==> src/rtl/pwbr_pkg.sv <==
`timescale 1ns / 1ps

package pwbr_pkg;

   localparam int TICK_WIDTH  = 20;
   localparam int LIMIT_WIDTH = 16;
   localparam int BYTE_WIDTH  = 8;
   localparam int CSR_INDEX_WIDTH = 2;
   localparam int CSR_DATA_WIDTH  = 16;

   localparam logic [TICK_WIDTH-1:0] TICK_MAX = '1;
   localparam logic [TICK_WIDTH-1:0] TICK_ONE = TICK_WIDTH'(1);

   // Reset values of the configuration registers
   localparam logic [LIMIT_WIDTH-1:0] LIMIT_SHORT_RESET     = LIMIT_WIDTH'(40);
   localparam logic [LIMIT_WIDTH-1:0] LIMIT_LONG_RESET      = LIMIT_WIDTH'(60);
   localparam logic [BYTE_WIDTH-1:0]  FIXED_FRAME_LEN_RESET = BYTE_WIDTH'(16);

   // Sync high window scale factors
   localparam int SYNC_MAX_SCALE = 10;
   localparam int SYNC_MIN_SCALE = 6;
   localparam int SYNC_MIN_WIDTH = LIMIT_WIDTH + 3;

   typedef enum logic [CSR_INDEX_WIDTH-1:0] {
      CSR_LIMIT_SHORT     = 2'd0,
      CSR_LIMIT_LONG      = 2'd1,
      CSR_FIXED_FRAME_LEN = 2'd2
   } csr_index_type;

   typedef enum logic [2:0] {
      PH_IDLE      = 3'd0,
      PH_SYNC_LOW  = 3'd1,
      PH_SYNC_HIGH = 3'd2,
      PH_BIT_LOW   = 3'd3,
      PH_BIT_HIGH  = 3'd4
   } phase_type;

   // Configuration as seen by the decoder, with the scaled limits precomputed
   typedef struct packed {
      logic [LIMIT_WIDTH-1:0]    limit_long;
      logic [TICK_WIDTH-1:0]     sync_max;
      logic [SYNC_MIN_WIDTH-1:0] sync_min;
      logic [BYTE_WIDTH-1:0]     fixed_frame_len;
   } cfg_type;

   typedef struct packed {
      logic [BYTE_WIDTH-1:0] data_byte;
      logic [BYTE_WIDTH-1:0] byte_index;
      logic                  last_of_frame;
   } result_type;

endpackage

==> src/rtl/pwbr_if.sv <==
`timescale 1ns / 1ps

interface pwbr_req_if;
   logic valid;
   logic ready;
   logic pin_level;

   modport source (output valid, output pin_level, input ready);
   modport sink   (input valid, input pin_level, output ready);
endinterface

interface pwbr_rsp_if;
   logic                            valid;
   logic                            ready;
   logic [pwbr_pkg::BYTE_WIDTH-1:0] data_byte;
   logic [pwbr_pkg::BYTE_WIDTH-1:0] byte_index;
   logic                            last_of_frame;

   modport source (output valid, output data_byte, output byte_index,
                   output last_of_frame, input ready);
   modport sink   (input valid, input data_byte, input byte_index,
                   input last_of_frame, output ready);
endinterface

==> src/rtl/pwbr_csr.sv <==
`timescale 1ns / 1ps

module pwbr_csr (
   input  logic                                 clock,
   input  logic                                 reset,
   input  logic                                 csr_write_enable,
   input  logic [pwbr_pkg::CSR_INDEX_WIDTH-1:0] csr_index,
   input  logic [pwbr_pkg::CSR_DATA_WIDTH-1:0]  csr_write_data,
   output pwbr_pkg::cfg_type                    cfg
);
   import pwbr_pkg::*;

   logic [LIMIT_WIDTH-1:0]    limit_long_ff, limit_long_in;
   logic [TICK_WIDTH-1:0]     sync_max_ff, sync_max_in;
   logic [SYNC_MIN_WIDTH-1:0] sync_min_ff, sync_min_in;
   logic [BYTE_WIDTH-1:0]     fixed_len_ff, fixed_len_in;
   logic [TICK_WIDTH-1:0]     data_x10;
   logic [SYNC_MIN_WIDTH-1:0] data_x6;

   // Scale by shift and add so the decoder sees ready-made limits
   assign data_x10 = {1'b0, csr_write_data, 3'b000} + {3'b000, csr_write_data, 1'b0};
   assign data_x6  = {1'b0, csr_write_data, 2'b00} + {2'b00, csr_write_data, 1'b0};

   always_comb begin
      limit_long_in = limit_long_ff;
      sync_max_in   = sync_max_ff;
      sync_min_in   = sync_min_ff;
      fixed_len_in  = fixed_len_ff;
      if (csr_write_enable) begin
         case (csr_index_type'(csr_index))
            CSR_LIMIT_SHORT: begin
               sync_min_in = data_x6;
            end
            CSR_LIMIT_LONG: begin
               limit_long_in = csr_write_data;
               sync_max_in   = data_x10;
            end
            CSR_FIXED_FRAME_LEN: begin
               fixed_len_in = csr_write_data[BYTE_WIDTH-1:0];
            end
            default: begin
            end
         endcase
      end
   end

   always_ff @(posedge clock) begin
      if (reset) begin
         limit_long_ff <= LIMIT_LONG_RESET;
         sync_max_ff   <= TICK_WIDTH'(SYNC_MAX_SCALE * LIMIT_LONG_RESET);
         sync_min_ff   <= SYNC_MIN_WIDTH'(SYNC_MIN_SCALE * LIMIT_SHORT_RESET);
         fixed_len_ff  <= FIXED_FRAME_LEN_RESET;
      end else begin
         limit_long_ff <= limit_long_in;
         sync_max_ff   <= sync_max_in;
         sync_min_ff   <= sync_min_in;
         fixed_len_ff  <= fixed_len_in;
      end
   end

   assign cfg.limit_long      = limit_long_ff;
   assign cfg.sync_max        = sync_max_ff;
   assign cfg.sync_min        = sync_min_ff;
   assign cfg.fixed_frame_len = fixed_len_ff;

endmodule

==> src/rtl/pwbr_decode.sv <==
`timescale 1ns / 1ps

module pwbr_decode (
   input  logic                 clock,
   input  logic                 reset,
   input  logic                 accept,
   input  logic                 pin_level,
   input  pwbr_pkg::cfg_type    cfg,
   output logic                 emit,
   output pwbr_pkg::result_type result
);
   import pwbr_pkg::*;

   phase_type              phase_ff, phase_in;
   logic                   prev_ff, prev_in;
   logic [TICK_WIDTH-1:0]  tick_ff, tick_in;
   logic [BYTE_WIDTH-1:0]  shift_ff, shift_in;
   logic [2:0]             bit_pos_ff, bit_pos_in;
   logic [BYTE_WIDTH-1:0]  byte_count_ff, byte_count_in;
   logic [BYTE_WIDTH-1:0]  frame_len_ff, frame_len_in;

   logic [TICK_WIDTH-1:0]  tick_inc;
   logic [TICK_WIDTH-1:0]  tick_hi;
   logic [TICK_WIDTH-1:0]  long_ticks;
   logic [TICK_WIDTH-1:0]  cap_ticks;
   logic                   cap_hit;
   logic                   take;
   logic                   bit_val;
   logic [BYTE_WIDTH-1:0]  shift_or;
   logic [BYTE_WIDTH-1:0]  frame_len_sel;
   logic                   last;

   assign tick_inc   = (tick_ff == TICK_MAX) ? tick_ff : tick_ff + TICK_ONE;
   assign tick_hi    = (phase_ff == PH_BIT_LOW) ? TICK_ONE : tick_inc;
   assign long_ticks = {{(TICK_WIDTH-LIMIT_WIDTH){1'b0}}, cfg.limit_long};
   assign cap_ticks  = {{(TICK_WIDTH-LIMIT_WIDTH-1){1'b0}}, cfg.limit_long, 1'b0};
   assign cap_hit    = tick_hi >= cap_ticks;

   assign shift_or      = shift_ff | (BYTE_WIDTH'(bit_val) << bit_pos_ff);
   assign frame_len_sel = (byte_count_ff != '0) ? frame_len_ff :
                          (shift_or != '0) ? shift_or : cfg.fixed_frame_len;
   assign last = ({1'b0, byte_count_ff} + 9'd1) >= {1'b0, frame_len_sel};

   always_comb begin
      phase_in      = phase_ff;
      prev_in       = prev_ff;
      tick_in       = tick_ff;
      shift_in      = shift_ff;
      bit_pos_in    = bit_pos_ff;
      byte_count_in = byte_count_ff;
      frame_len_in  = frame_len_ff;
      take          = 1'b0;
      bit_val       = 1'b0;
      emit          = 1'b0;
      if (accept) begin
         prev_in = pin_level;
         case (phase_ff)
            PH_SYNC_LOW: begin
               if (pin_level) begin
                  tick_in  = TICK_ONE;
                  phase_in = (cfg.sync_max == '0) ? PH_IDLE : PH_SYNC_HIGH;
               end
            end
            PH_SYNC_HIGH: begin
               if (pin_level) begin
                  tick_in = tick_inc;
                  if (tick_inc > cfg.sync_max)
                     phase_in = PH_IDLE;
               end else if (tick_ff <= {1'b0, cfg.sync_min}) begin
                  phase_in = PH_IDLE;
               end else begin
                  phase_in      = PH_BIT_LOW;
                  shift_in      = '0;
                  bit_pos_in    = 3'd7;
                  byte_count_in = '0;
                  frame_len_in  = '0;
                  tick_in       = '0;
               end
            end
            PH_BIT_LOW, PH_BIT_HIGH: begin
               if (pin_level) begin
                  tick_in = tick_hi;
                  if (cap_hit) begin
                     // capped bit: decode now, next high sample starts a new bit
                     phase_in = PH_BIT_LOW;
                     take     = 1'b1;
                     bit_val  = tick_hi > long_ticks;
                  end else begin
                     phase_in = PH_BIT_HIGH;
                  end
               end else if (phase_ff == PH_BIT_HIGH) begin
                  phase_in = PH_BIT_LOW;
                  take     = 1'b1;
                  bit_val  = tick_ff > long_ticks;
               end
            end
            default: begin
               // idle, and any code outside the list
               phase_in = (prev_ff && !pin_level) ? PH_SYNC_LOW : PH_IDLE;
            end
         endcase

         if (take) begin
            shift_in = shift_or;
            if (bit_pos_ff != 3'd0) begin
               bit_pos_in = bit_pos_ff - 3'd1;
            end else begin
               emit          = 1'b1;
               frame_len_in  = frame_len_sel;
               byte_count_in = (byte_count_ff == '1) ? byte_count_ff
                                                     : byte_count_ff + 8'd1;
               shift_in      = '0;
               bit_pos_in    = 3'd7;
               if (last)
                  phase_in = PH_IDLE;
            end
         end
      end
   end

   always_ff @(posedge clock) begin
      if (reset) begin
         phase_ff      <= PH_IDLE;
         prev_ff       <= 1'b1;
         tick_ff       <= '0;
         shift_ff      <= '0;
         bit_pos_ff    <= 3'd7;
         byte_count_ff <= '0;
         frame_len_ff  <= '0;
      end else begin
         phase_ff      <= phase_in;
         prev_ff       <= prev_in;
         tick_ff       <= tick_in;
         shift_ff      <= shift_in;
         bit_pos_ff    <= bit_pos_in;
         byte_count_ff <= byte_count_in;
         frame_len_ff  <= frame_len_in;
      end
   end

   assign result.data_byte     = shift_or;
   assign result.byte_index    = byte_count_ff;
   assign result.last_of_frame = last;

   // a byte only completes while bits are being timed
   assert property (@(posedge clock) disable iff (reset)
      emit |-> (phase_ff == PH_BIT_LOW || phase_ff == PH_BIT_HIGH))
      else $error("byte emitted outside bit phases");

   // outside a frame the assembler is empty and aligned to the top bit
   assert property (@(posedge clock) disable iff (reset)
      (phase_ff == PH_IDLE || phase_ff == PH_SYNC_LOW || phase_ff == PH_SYNC_HIGH)
      |-> (bit_pos_ff == 3'd7 && shift_ff == '0))
      else $error("byte assembler not clear outside a frame");

   // a frame ending byte always drops back to idle
   assert property (@(posedge clock) disable iff (reset)
      (emit && last) |=> (phase_ff == PH_IDLE))
      else $error("frame end did not return to idle");

endmodule

==> src/rtl/pulse_width_bus_receiver.sv <==
`timescale 1ns / 1ps

// Pulse-width single-wire bus receiver. Each req transaction carries one
// sample of the bus line, and one sample is taken per cycle: a new req
// transaction is accepted every cycle unless a waiting byte is held off on
// rsp. A byte shows on rsp in the cycle after the sample that completes it.
// The rate is set by the single pass through the decoder between its state
// registers and the result register. A falling edge arms the receiver; the
// sync low is waited out, and the sync high must last more than
// 6*limit_short samples and no more than 10*limit_long. Each data bit is
// timed by its high samples (capped at 2*limit_long) and reads as 1 above
// limit_long. Bytes leave MSB first, one rsp transaction each; byte 0 is the
// length (zero selects fixed_frame_len) and last_of_frame marks the closing
// byte. The user writes registers through the csr port only while the bus
// is quiet (unchecked): 0 limit_short, 1 limit_long, 2 fixed_frame_len.
module pulse_width_bus_receiver (
   input  logic                                 clock,
   input  logic                                 reset,
   pwbr_req_if.sink                             req_chan,
   pwbr_rsp_if.source                           rsp_chan,
   input  logic                                 csr_write_enable,
   input  logic [pwbr_pkg::CSR_INDEX_WIDTH-1:0] csr_index,
   input  logic [pwbr_pkg::CSR_DATA_WIDTH-1:0]  csr_write_data
);
   import pwbr_pkg::*;

   cfg_type    cfg;
   result_type result;
   logic       emit;
   logic       req_accept;

   logic       rsp_valid_ff, rsp_valid_in;
   result_type rsp_data_ff, rsp_data_in;

   // Hold the configuration and its scaled limits
   pwbr_csr u_csr (
      .clock            (clock),
      .reset            (reset),
      .csr_write_enable (csr_write_enable),
      .csr_index        (csr_index),
      .csr_write_data   (csr_write_data),
      .cfg              (cfg)
   );

   // Advance the frame decoder by one sample per accepted transaction
   pwbr_decode u_decode (
      .clock     (clock),
      .reset     (reset),
      .accept    (req_accept),
      .pin_level (req_chan.pin_level),
      .cfg       (cfg),
      .emit      (emit),
      .result    (result)
   );

   // Accept a sample whenever the result register is free or being drained,
   // so a waiting byte never stalls the line sampling unless rsp is held off.
   assign req_chan.ready = !rsp_valid_ff || rsp_chan.ready;
   assign req_accept     = req_chan.valid && req_chan.ready;

   always_comb begin
      rsp_valid_in = rsp_valid_ff;
      rsp_data_in  = rsp_data_ff;
      if (req_accept && emit) begin
         // load the new byte; the old one, if any, leaves this same edge
         rsp_valid_in = 1'b1;
         rsp_data_in  = result;
      end else if (rsp_chan.ready) begin
         rsp_valid_in = 1'b0;
      end
   end

   always_ff @(posedge clock) begin
      if (reset) begin
         rsp_valid_ff <= 1'b0;
      end else begin
         rsp_valid_ff <= rsp_valid_in;
      end
   end

   // payload needs no reset
   always_ff @(posedge clock) begin
      rsp_data_ff <= rsp_data_in;
   end

   assign rsp_chan.valid         = rsp_valid_ff;
   assign rsp_chan.data_byte     = rsp_data_ff.data_byte;
   assign rsp_chan.byte_index    = rsp_data_ff.byte_index;
   assign rsp_chan.last_of_frame = rsp_data_ff.last_of_frame;

   // a blocked result must stop sampling, or a byte could be overwritten
   assert property (@(posedge clock) disable iff (reset)
      (rsp_valid_ff && !rsp_chan.ready) |-> !req_chan.ready)
      else $error("sample accepted while result register is blocked");

   // a result appears only after a sample that completed a byte
   assert property (@(posedge clock) disable iff (reset)
      $rose(rsp_valid_ff) |-> $past(req_accept && emit))
      else $error("result raised without a completed byte");

   // a completed byte is always taken into the result register
   assert property (@(posedge clock) disable iff (reset)
      (req_accept && emit) |=> rsp_valid_ff)
      else $error("completed byte lost");

endmodule

==> src/flat_wrapper.sv <==
// flat-port wrapper written by rule: the top's interface ports become plain ports
module pulse_width_bus_receiver_flat import pwbr_pkg::*;
  (clock, reset, csr_write_enable, csr_index, csr_write_data, req_chan_valid, req_chan_pin_level, req_chan_ready, rsp_chan_valid, rsp_chan_data_byte, rsp_chan_byte_index, rsp_chan_last_of_frame, rsp_chan_ready);
  pwbr_req_if req_chan_i ();
  pwbr_rsp_if rsp_chan_i ();
  input  logic clock;
  input  logic reset;
  input  logic csr_write_enable;
  input  logic [pwbr_pkg::CSR_INDEX_WIDTH-1:0] csr_index;
  input  logic [pwbr_pkg::CSR_DATA_WIDTH-1:0] csr_write_data;
  input wire logic [$bits(req_chan_i.valid)-1:0] req_chan_valid;
  input wire logic [$bits(req_chan_i.pin_level)-1:0] req_chan_pin_level;
  output wire logic [$bits(req_chan_i.ready)-1:0] req_chan_ready;
  output wire logic [$bits(rsp_chan_i.valid)-1:0] rsp_chan_valid;
  output wire logic [$bits(rsp_chan_i.data_byte)-1:0] rsp_chan_data_byte;
  output wire logic [$bits(rsp_chan_i.byte_index)-1:0] rsp_chan_byte_index;
  output wire logic [$bits(rsp_chan_i.last_of_frame)-1:0] rsp_chan_last_of_frame;
  input wire logic [$bits(rsp_chan_i.ready)-1:0] rsp_chan_ready;
  assign req_chan_i.valid = req_chan_valid;
  assign req_chan_i.pin_level = req_chan_pin_level;
  assign req_chan_ready = req_chan_i.ready;
  assign rsp_chan_valid = rsp_chan_i.valid;
  assign rsp_chan_data_byte = rsp_chan_i.data_byte;
  assign rsp_chan_byte_index = rsp_chan_i.byte_index;
  assign rsp_chan_last_of_frame = rsp_chan_i.last_of_frame;
  assign rsp_chan_i.ready = rsp_chan_ready;
  pulse_width_bus_receiver u_core (.clock(clock), .reset(reset), .req_chan(req_chan_i), .rsp_chan(rsp_chan_i), .csr_write_enable(csr_write_enable), .csr_index(csr_index), .csr_write_data(csr_write_data));
endmodule
==> config.mk <==
export PLATFORM = sky130hd
export DESIGN_NAME = pulse_width_bus_receiver_flat
export DESIGN_NICKNAME = d
export VERILOG_FILES = /design/src/rtl/pwbr_pkg.sv /design/src/rtl/pwbr_if.sv /design/src/rtl/pwbr_csr.sv /design/src/rtl/pwbr_decode.sv /design/src/rtl/pulse_width_bus_receiver.sv /design/src/flat_wrapper.sv
export SDC_FILE = /design/constraint.sdc
export NUM_CORES = 1
export LEC_CHECK = 0
export BUFFER_PORTS_ARGS = -buffer_cell sky130_fd_sc_hd__buf_2
export CAP_MARGIN = 10
export CORE_UTILIZATION = 38
export CTS_CLUSTER_DIAMETER = 40
export CTS_CLUSTER_SIZE = 20
export DETAILED_ROUTE_END_ITERATION = 10
export HOLD_SLACK_MARGIN = 0.15
export PLACE_DENSITY = 0.65
export SLEW_MARGIN = 40
export SYNTH_ARGS = -nofsm -noshare
export SYNTH_HDL_FRONTEND = slang
export SYNTH_SLANG_ARGS = --single-unit
==> constraint.sdc <==
create_clock -name clock -period 12.8 [get_ports clock]
set_clock_uncertainty 0.1 [all_clocks]
set_input_delay 0.64 -clock clock [delete_from_list [all_inputs] [get_ports clock]]
set_output_delay 0.64 -clock clock [all_outputs]
set_load 0.02 [all_outputs]
Word level (Yosys, flattened, before mapping)
Index checks and enable logic that the tools add are counted.
{"block": "totals", "reg_bits": 132, "input_bits": 24, "out_inout_bits": 19, "word_cells": 122}
{"block": "op_classes", "n_addsub": 6, "magnitude_cmp": 6, "eq_ne": 14, "n_shift": 1, "n_mux": 58, "bitwise_logic": 1, "reduce_logical": 21}
{"cell": "two-way mux 8 bit", "count": 18}
{"cell": "two-way mux 20 bit", "count": 6}
{"cell": "one-hot mux 20 bit (3 select lines)", "count": 1}
{"cell": "two-way mux 3 bit", "count": 14}
{"cell": "> comparator 20 x 16 -> 1 bit", "count": 2}
{"cell": "adder 19 x 17 -> 20 bit", "count": 1}
{"cell": "adder 20 x 1 -> 20 bit (second input constant)", "count": 1}
{"cell": "== test 20 bit (second input constant)", "count": 1}
{"cell": "greater-or-equal comparator 20 x 17 -> 1 bit", "count": 1}
{"cell": "> comparator 20 bit", "count": 1}
{"cell": "<= comparator 20 x 19 -> 1 bit", "count": 1}
{"cell": "logical NOT 20 bit", "count": 1}
{"cell": "adder 18 x 17 -> 19 bit", "count": 1}
{"cell": "two-way mux 1 bit", "count": 16}
{"cell": "nonzero test 8 bit", "count": 2}
{"cell": "adder 8 x 1 -> 9 bit (second input constant)", "count": 1}
{"cell": "greater-or-equal comparator 9 x 8 -> 1 bit", "count": 1}
{"cell": "one-hot mux 3 bit (3 select lines)", "count": 1}
{"cell": "adder 8 x 1 -> 8 bit (second input constant)", "count": 1}
{"cell": "== test 8 bit (second input constant)", "count": 1}
{"cell": "bitwise OR 8 bit", "count": 1}
{"cell": "AND reduction 2 bit", "count": 4}
{"cell": "<< shifter 1 x 3 -> 8 bit", "count": 1}
{"cell": "== test 3 x 2 -> 1 bit (second input constant)", "count": 2}
{"cell": "other kinds (18)", "count": 27}

Longest topological paths before layout
Gate-level depths: netlist of run 1.
{"block": "depth", "word_depth": 17, "mapped_depth": 32, "depth_no_buf": 31}

By module
From an unflattened synthesis of run 1, not the netlist that was laid out.
{"block": "unflattened", "cells_unflattened": 1265, "hier_area_um2": 10357.4}
{"module": "pwbr_decode", "n_inst": 1, "cells_each": 811, "area_each_um2": 6237.2, "seq_area_each_um2": 1021.0}
{"module": "pwbr_csr", "n_inst": 1, "cells_each": 431, "area_each_um2": 3542.1, "seq_area_each_um2": 1181.1}
{"module": "pulse_width_bus_receiver", "n_inst": 1, "cells_each": 23, "area_each_um2": 578.1, "seq_area_each_um2": 530.5}

Worst setup path before layout of run 1
No wires, ideal clock.
{"block": "synth_timing", "path_type": "register -> register", "start": "reg u_core.u_decode.tick_ff[1]", "end": "reg u_core.u_decode.phase_ff[0]", "t_arrival_ps": 5664, "path_slack_ps": 6971, "stages_incl_launch_ff": 32, "period_less_slack_ps": 5829, "cell_sequence": "dfxtp_1 -> ha_1 -> nand4_2 -> nor4_1 -> and3_1 -> mux2i_1 -> nor2_1 -> ha_1 -> a21o_1 -> a21o_1 -> a21oi_1 -> o211ai_1 -> nor4_4 -> nor2_1 -> a41oi_2 -> nand2_1 -> a21oi_2 -> nor2_2 -> a221o_1 -> mux2i_1 -> ha_1 -> a21oi_1 -> nor2b_1 -> o21ai_0 -> nand2b_1 -> a21oi_1 -> nor2b_1 -> o21ai_0 -> a21oi_1 -> a31oi_1 -> a22oi_1 -> nor2_1"}
{"item": "from (decl)", "line_no": "pwbr_decode.sv:16", "rtl": "logic [TICK_WIDTH-1:0] tick_ff, tick_in;"}
{"item": "from (signal assigned)", "line_no": "pwbr_decode.sv:133", "rtl": "tick_ff <= tick_in;"}
{"item": "to (signal assigned)", "line_no": "pwbr_decode.sv:131", "rtl": "phase_ff <= phase_in;"}
{"item": "to (decl)", "line_no": "pwbr_decode.sv:14", "rtl": "phase_type phase_ff, phase_in;"}

==> results.cfg, run 1 <==
[outcome]
status = complete, no violations

[final_layout]
regArea_um2 = 2730
finish.net_count = 1382
synthToLayoutAreaGrowth_pct = 10.8
fill_cells = 2599
design_area_um2 = 10900
multiInputGateArea_um2 = 6530
drive_gt1_share_pct = 10.4
antenna_cells = 0

[critical_path]
startpoint = u_core.u_decode.tick_ff[2]
cp_common_cell = a21oi_1
endpoint_kind = flip-flop
reg2reg_from = u_core.u_decode.tick_ff[2]
crit_fanout = 11
cp_slowest_stage_delay_ps = 590
arrival_ps = 7140
critPathLaunchType = flip-flop
required_ps = 13060
cpMaxStageDelayCell = nor3_1
path_class = flip-flop to flip-flop

[global_route]
overflow = 0
antenna_found_initial = 0
grt_usage_pct = 20.9
grt_max_degree = 63
grt_pass1_vias = 8347
grt_pass1_wl_mm = 43.7

[synth]
synth_flop_cell = dfxtp_1
yosys_warnings = 0
yosys.cell_types.count = 91
postSynthAreaPerCell_um2 = 8.06
synthTopCellsByCount = a21oi_1, nor2_1, ha_1, dfxtp_1, nand2_1
async_reset_ff_share_pct = 0
yosysMostFrequentCell = a21oi_1
synth.top_cell.area_share_pct = 22.7
synth_edf_count = 17
synth.net_count = 1362
synth_seq_area_share_pct = 27.9
synthCells = 1217
synth_area_leaders = dfxtp_1, ha_1, a21oi_1
yosysTopAreaCell = dfxtp_1
netlist_area_um2 = 9810
synth_seq_cells = 128

[floorplan]
io_pins = 43
core_area_um2 = 25300
dieArea_um2 = 26500
start_util_pct = 38.8
num_rows = 58
die_x_um = 163
die_h_um = 163

[power_and_ir_drop]
power.leakage_nw = 4.79
powerDensity_nw_per_um2 = 95.0
power_mw = 1.03
ir_drop_mv = 0.0880

[sta]
slew_headroom_pct = 42.0
setup-tns-final_ps = 0
rsz0062_at_grt = no
fin_ws_ps = 5920
drv_slew = 0
fmax_ghz = 0.145
period_share_pct = 53.8
finalSetupViolCount = 0
hold_viol = 0
holdWs_ps = 357
worst_pin_slew_ps = 867
fin_crit_ps = 6880

[route]
route.detailed.drc = 0
viasPerCell = 5.67
wire_per_inst_um = 17.3
drtIter0Drc = 630
routed_wl_mm = 27.3
final_antenna_net_count = 0
drt_first_pass_iters = 5
vias = 8959

[cts]
path_clk_slew_ps = 60
hold_buffers = 0
postCtsSetupBuffers = 0
clkSinkCount = 128
htreeDepth = 4
cts_buffer_depth = 2
cts_made_buffers = 17
cts_tree = built
root_buffer = clkbuf_16
clk_latency_ps = 430
cts-resized-gates = 0

[place]
placed_area_um2 = 10300
place_congestion = 0.950
port-buffer-count = 42
place.detailed.hpwl_mm = 20.9
place_ws_ps = 6080

[job]
drv_cap = 0

[min_path]
hp-start = u_core.u_csr.sync_min_ff[11]
hold_path_class = flip-flop to flip-flop
==> state kept, by name, indices dropped and copies added (netlist names) <==
| signal | cells |
|---|---|
| u_core.u_decode.prev_ff | 1 |
| u_core.rsp_chan.valid | 1 |
| u_core.rsp_chan.byte_index | 8 |
| u_core.u_csr.sync_max_ff | 17 |
| u_core.u_csr.limit_long_ff | 16 |
| u_core.u_csr.fixed_len_ff | 8 |
| u_core.u_decode.phase_ff | 3 |
| u_core.rsp_chan.data_byte | 8 |
| u_core.u_decode.shift_ff | 8 |
| u_core.u_decode.tick_ff | 20 |
| u_core.u_decode.byte_count_ff | 8 |
| u_core.u_decode.bit_pos_ff | 3 |
| u_core.u_csr.sync_min_ff | 18 |
| u_core.rsp_chan.last_of_frame | 1 |
| u_core.u_decode.frame_len_ff | 8 |
==> critical path, delay by kind of cell, from the launching register on <==
family	cells	cell delay [ps]
flops	1	550
compound gates	15	2820
fa+ha+maj	2	550
xor+xnor	1	280
mux	1	160
simple gates	11	2370
==> layout by cell type, fill, tap and decap left out, types with 6 or more instances in the layout <==
cell,netlist,routed
a211o_1,17,17
a211oi_1,14,14
a21o_1,33,33
a21oi_1,124,124
a221o_1,6,6
a22o_1,9,9
a31oi_1,11,11
and2_1,11,11
and3_1,10,10
buf_2,9,41
buf_4,1,7
clkbuf_16,0,17
dfxtp_1,111,111
edfxtp_1,17,17
ha_1,119,119
inv_1,98,98
inv_6,0,6
mux2i_1,12,12
nand2_1,105,105
nand2b_1,14,14
nand3_1,24,24
nand3b_1,10,10
nand4_1,20,20
nor2_1,121,121
nor2b_1,17,17
nor3_1,41,41
nor4_1,16,15
o211ai_1,9,9
o21a_1,6,6
o21ai_0,44,44
o41ai_1,6,6
or2_2,6,6
or3_1,7,7
xnor2_1,28,28
xor2_1,14,14
==> layout make-up <==
class	count	area share [%]
multi-input combinational	943	60.0
tap	330	3.80
timing repair buffer	48	2.37
inverter	99	3.42
sequential	128	25.1
clock buffer	17	3.91
clock inverter	15	1.30
==> cells by family after synthesis <==
kind of cell | count (synthesis) | synth area share [%]
buf+inv | 146 | 5.75
simple gates | 430 | 22.4
compound gates | 336 | 23.2
fa+ha+maj | 121 | 15.6
mux | 14 | 1.45
flops | 128 | 27.9
xor+xnor | 42 | 3.75
==> per-stage QoR <==
| stage | util [%] | instances |
|---|---|---|
| 4_1_cts | 43.0 | 1580 |
| 2_1_floorplan | - | 1217 |
| 3_3_place_gp | 40.7 | 1547 |
| 5_1_grt | 43.0 | 1580 |
| 6_report | 43.0 | 1580 |
| 3_5_place_dp | 40.8 | 1548 |
==> metal layers <==
metal | up-vias | global-route usage [%] | wire length (µm)
li1 | 4433 | - | -
met1 | 4260 | 29.6 | 13300
met2 | 227 | 31.9 | 12000
met3 | 39 | 3.13 | 1250
met4 | 0 | 7.94 | 729
met5 | - | 0 | 0
==> path summary, 6_finish.rpt <==
check	endpoint	slack, ps	cells after the start
worst min register to register	u_core.u_csr.sync_min_ff[11]	360	2
worst max-delay path	u_core.u_decode.phase_ff[0]	5920	30
worst min-delay path	u_core.u_csr.sync_min_ff[11]	360	2
worst max register to register	u_core.u_decode.phase_ff[0]	5920	30
==> report_power, final <==
| part | leakage (nW) | total [mW] | internal [mW] | switching (mW) |
|---|---|---|---|---|
| sequential | 1.06 | 0.422 | 0.415 | 0.00726 |
| clock | 0.280 | 0.474 | 0.258 | 0.216 |
| combinational | 3.46 | 0.137 | 0.0541 | 0.0825 |
Note: power is estimated with default switching activity, not from simulation.
==> inputs of run 2 (changes only) <==
- PLACE_DENSITY: 0.65 -> 0.67
- clock period: 12.8 -> 6.25 ns (I/O delays scaled with it)
==> run 2 against run 1 <==
Net effect:
- critical path depth up 2
- sequential share of layout area down 1.3 points
- design area up 6.6%
- utilization up 2.8 points
- global-route usage up 0.96 points
- setup slack worse by 5500 ps
- sequential power up 100%
- final cell count up 3.9%
- maximum frequency up 17%
- die area unchanged
- first-iteration DRC count up 18%
- non-clock buffer count up 62
- highest routed layer unchanged
==> results.cfg, run 2 (synthesis results as in run 1) <==
[route]
vias = 9248
route.detailed.drc = 0
final_antenna_net_count = 0
drt_first_pass_iters = 5
routed_wl_mm = 28.5
drtIter0Drc = 742
viasPerCell = 5.63
wire_per_inst_um = 17.4

[floorplan]
start_util_pct = 38.8
die_h_um = 163
dieArea_um2 = 26500
io_pins = 43
num_rows = 58
die_x_um = 163
core_area_um2 = 25300

[power_and_ir_drop]
powerDensity_nw_per_um2 = 188
cellInternalPower_mw = 1.51
p_sw_mw = 0.661
combPwrFrac_pct = 13.3
seq_power_share_pct = 39.7
power.leakage_nw = 5.18
ir_drop_mv = 0.178
switching_share_pct = 30.4
pwr-share-clk_pct = 47.0

[cts]
cts_tree = built
clk_latency_ps = 430
htreeDepth = 4
path_clk_slew_ps = 70
clkSinkCount = 128
root_buffer = clkbuf_16
cts_buffer_depth = 2
cts_made_buffers = 17

[place]
placed_area_um2 = 10600
port-buffer-count = 42
place_congestion = 1.00
place.detailed.hpwl_mm = 21.8

[global_route]
overflow = 0
grt_pass1_wl_mm = 45.7
grt_usage_pct = 21.9
grt_max_degree = 88
grt_pass1_vias = 8568
antenna_found_initial = 0

[critical_path]
cp_slowest_stage_delay_ps = 380
crit_family = compound AO/OA/AOI/OAI gates
cp_common_cell = a21oi_1
crit_fanout = 10
critPathLaunchType = flip-flop
crit_buf_inv = 1
cpMaxStageDelayCell = dfxtp_4
required_ps = 6520
endpoint_kind = flip-flop
arrival_ps = 6140
path_class = flip-flop to flip-flop

[sta]
setup-tns-final_ps = 0
finalSetupViolCount = 0
worst_pin_slew_ps = 792
slew_headroom_pct = 47.1
drv_slew = 0
fmax_ghz = 0.170
fin_crit_ps = 5870
hold_viol = 0
period_share_pct = 94.0
holdWs_ps = 180

[final_layout]
design_area_um2 = 11600
antenna_cells = 0
fill_cells = 2489
utilization_pct = 45.9
reg.largest.list = u_core.u_decode.tick_ff (20), u_core.u_csr.sync_min_ff (18), u_core.u_csr.sync_max_ff (17)
regArea_um2 = 2760
multiInputGateArea_um2 = 6660
layout_common_cells = a21oi_1, nor2_1, ha_1, nand2_1, inv_1
synthToLayoutAreaGrowth_pct = 18.1
finish.net_count = 1444
drive_gt1_share_pct = 15.6
top_register = u_core.u_decode.tick_ff
layout_commonest_cell = a21oi_1
largest_reg_flops = 20

[min_path]
hold_path_class = primary input to flip-flop

[job]
drv_cap = 0

[outcome]
status = complete, no violations
## run 2: cell count changes in the layout (fill, tap and decap cells not counted), moves of 2 or more
cell,previous run,this run
nand2_1,105,103
buf_4,7,50
nor4_1,15,13
inv_8,4,6
inv_6,6,4
dlygate4sd3_1,0,18
clkinv_8,1,5
dfxtp_4,0,4
nand2_2,2,4
dfxtp_1,111,96
dfxtp_2,0,11
## run 2: routing by layer
layer / vias to the layer above / track usage (%) / part of all wire (%)
met5: - / 0 / 0
met4: 0 / 7.09 / 2.5
met3: 49 / 3.06 / 4.9
met2: 254 / 34.5 / 45
met1: 4375 / 30.5 / 47
li1: 4570 / - / -
## run 2: worst reg2reg max path: cells and delay by family, from the launching register on
family / cells / cell delay (ps)
AOI/OAI and AO/OA: 15 / 2620
adders and majority gates: 3 / 730
buffers and inverters: 1 / 160
DFF: 1 / 380
muxes: 2 / 420
and+or+nand+nor: 11 / 1420
## run 2: what timing repair did
item,in CTS,in global routing
endpoints found under the hold margin,30,0
setup buffers,0,4
hold buffers,18,0
endpoints found under the setup margin,0,3
gates resized for setup,0,42
## run 2: cell type report
class	instances	share of cell area, %
repair buffers	110	6.67
clock inverters	15	1.59
well taps	330	3.56
flip-flops and latches	128	23.8
clock buffers	17	3.67
inverters	99	3.21
multi-input cells	943	57.5
## run 2: power by group through the flow
stage | clock (mW) | sequential (mW) | combinational [mW]
after floorplan | 0 | 0.876 | 0.204
after global placement | 0 | 0.882 | 0.270
after global routing | 1.07 | 0.865 | 0.325
after detailed placement | 0 | 0.882 | 0.276
after CTS | 1.03 | 0.863 | 0.287
final | 1.02 | 0.863 | 0.290
## run 2: final timing paths
path / from / endpoint / slack (ps) / depth (start not counted)
worst max-delay path: u_core.u_decode.tick_ff[0] / u_core.u_decode.phase_ff[0] / 380 / 32
worst min-delay path: req_chan_pin_level / u_core.u_decode.prev_ff / 180 / 3
worst max register to register: u_core.u_decode.tick_ff[0] / u_core.u_decode.phase_ff[0] / 380 / 32
worst min register to register: u_core.u_csr.sync_min_ff[12] / u_core.u_csr.sync_min_ff[12] / 350 / 2
## run 2: stage by stage
step	setup slack, ps	power, mW	std cells
global placement	266	1.15	1587
detailed placement	121	1.16	1588
global route	-16.1	2.26	1642
floorplan	421	1.08	1217
CTS	79.4	2.18	1638
finish	377	2.17	1642
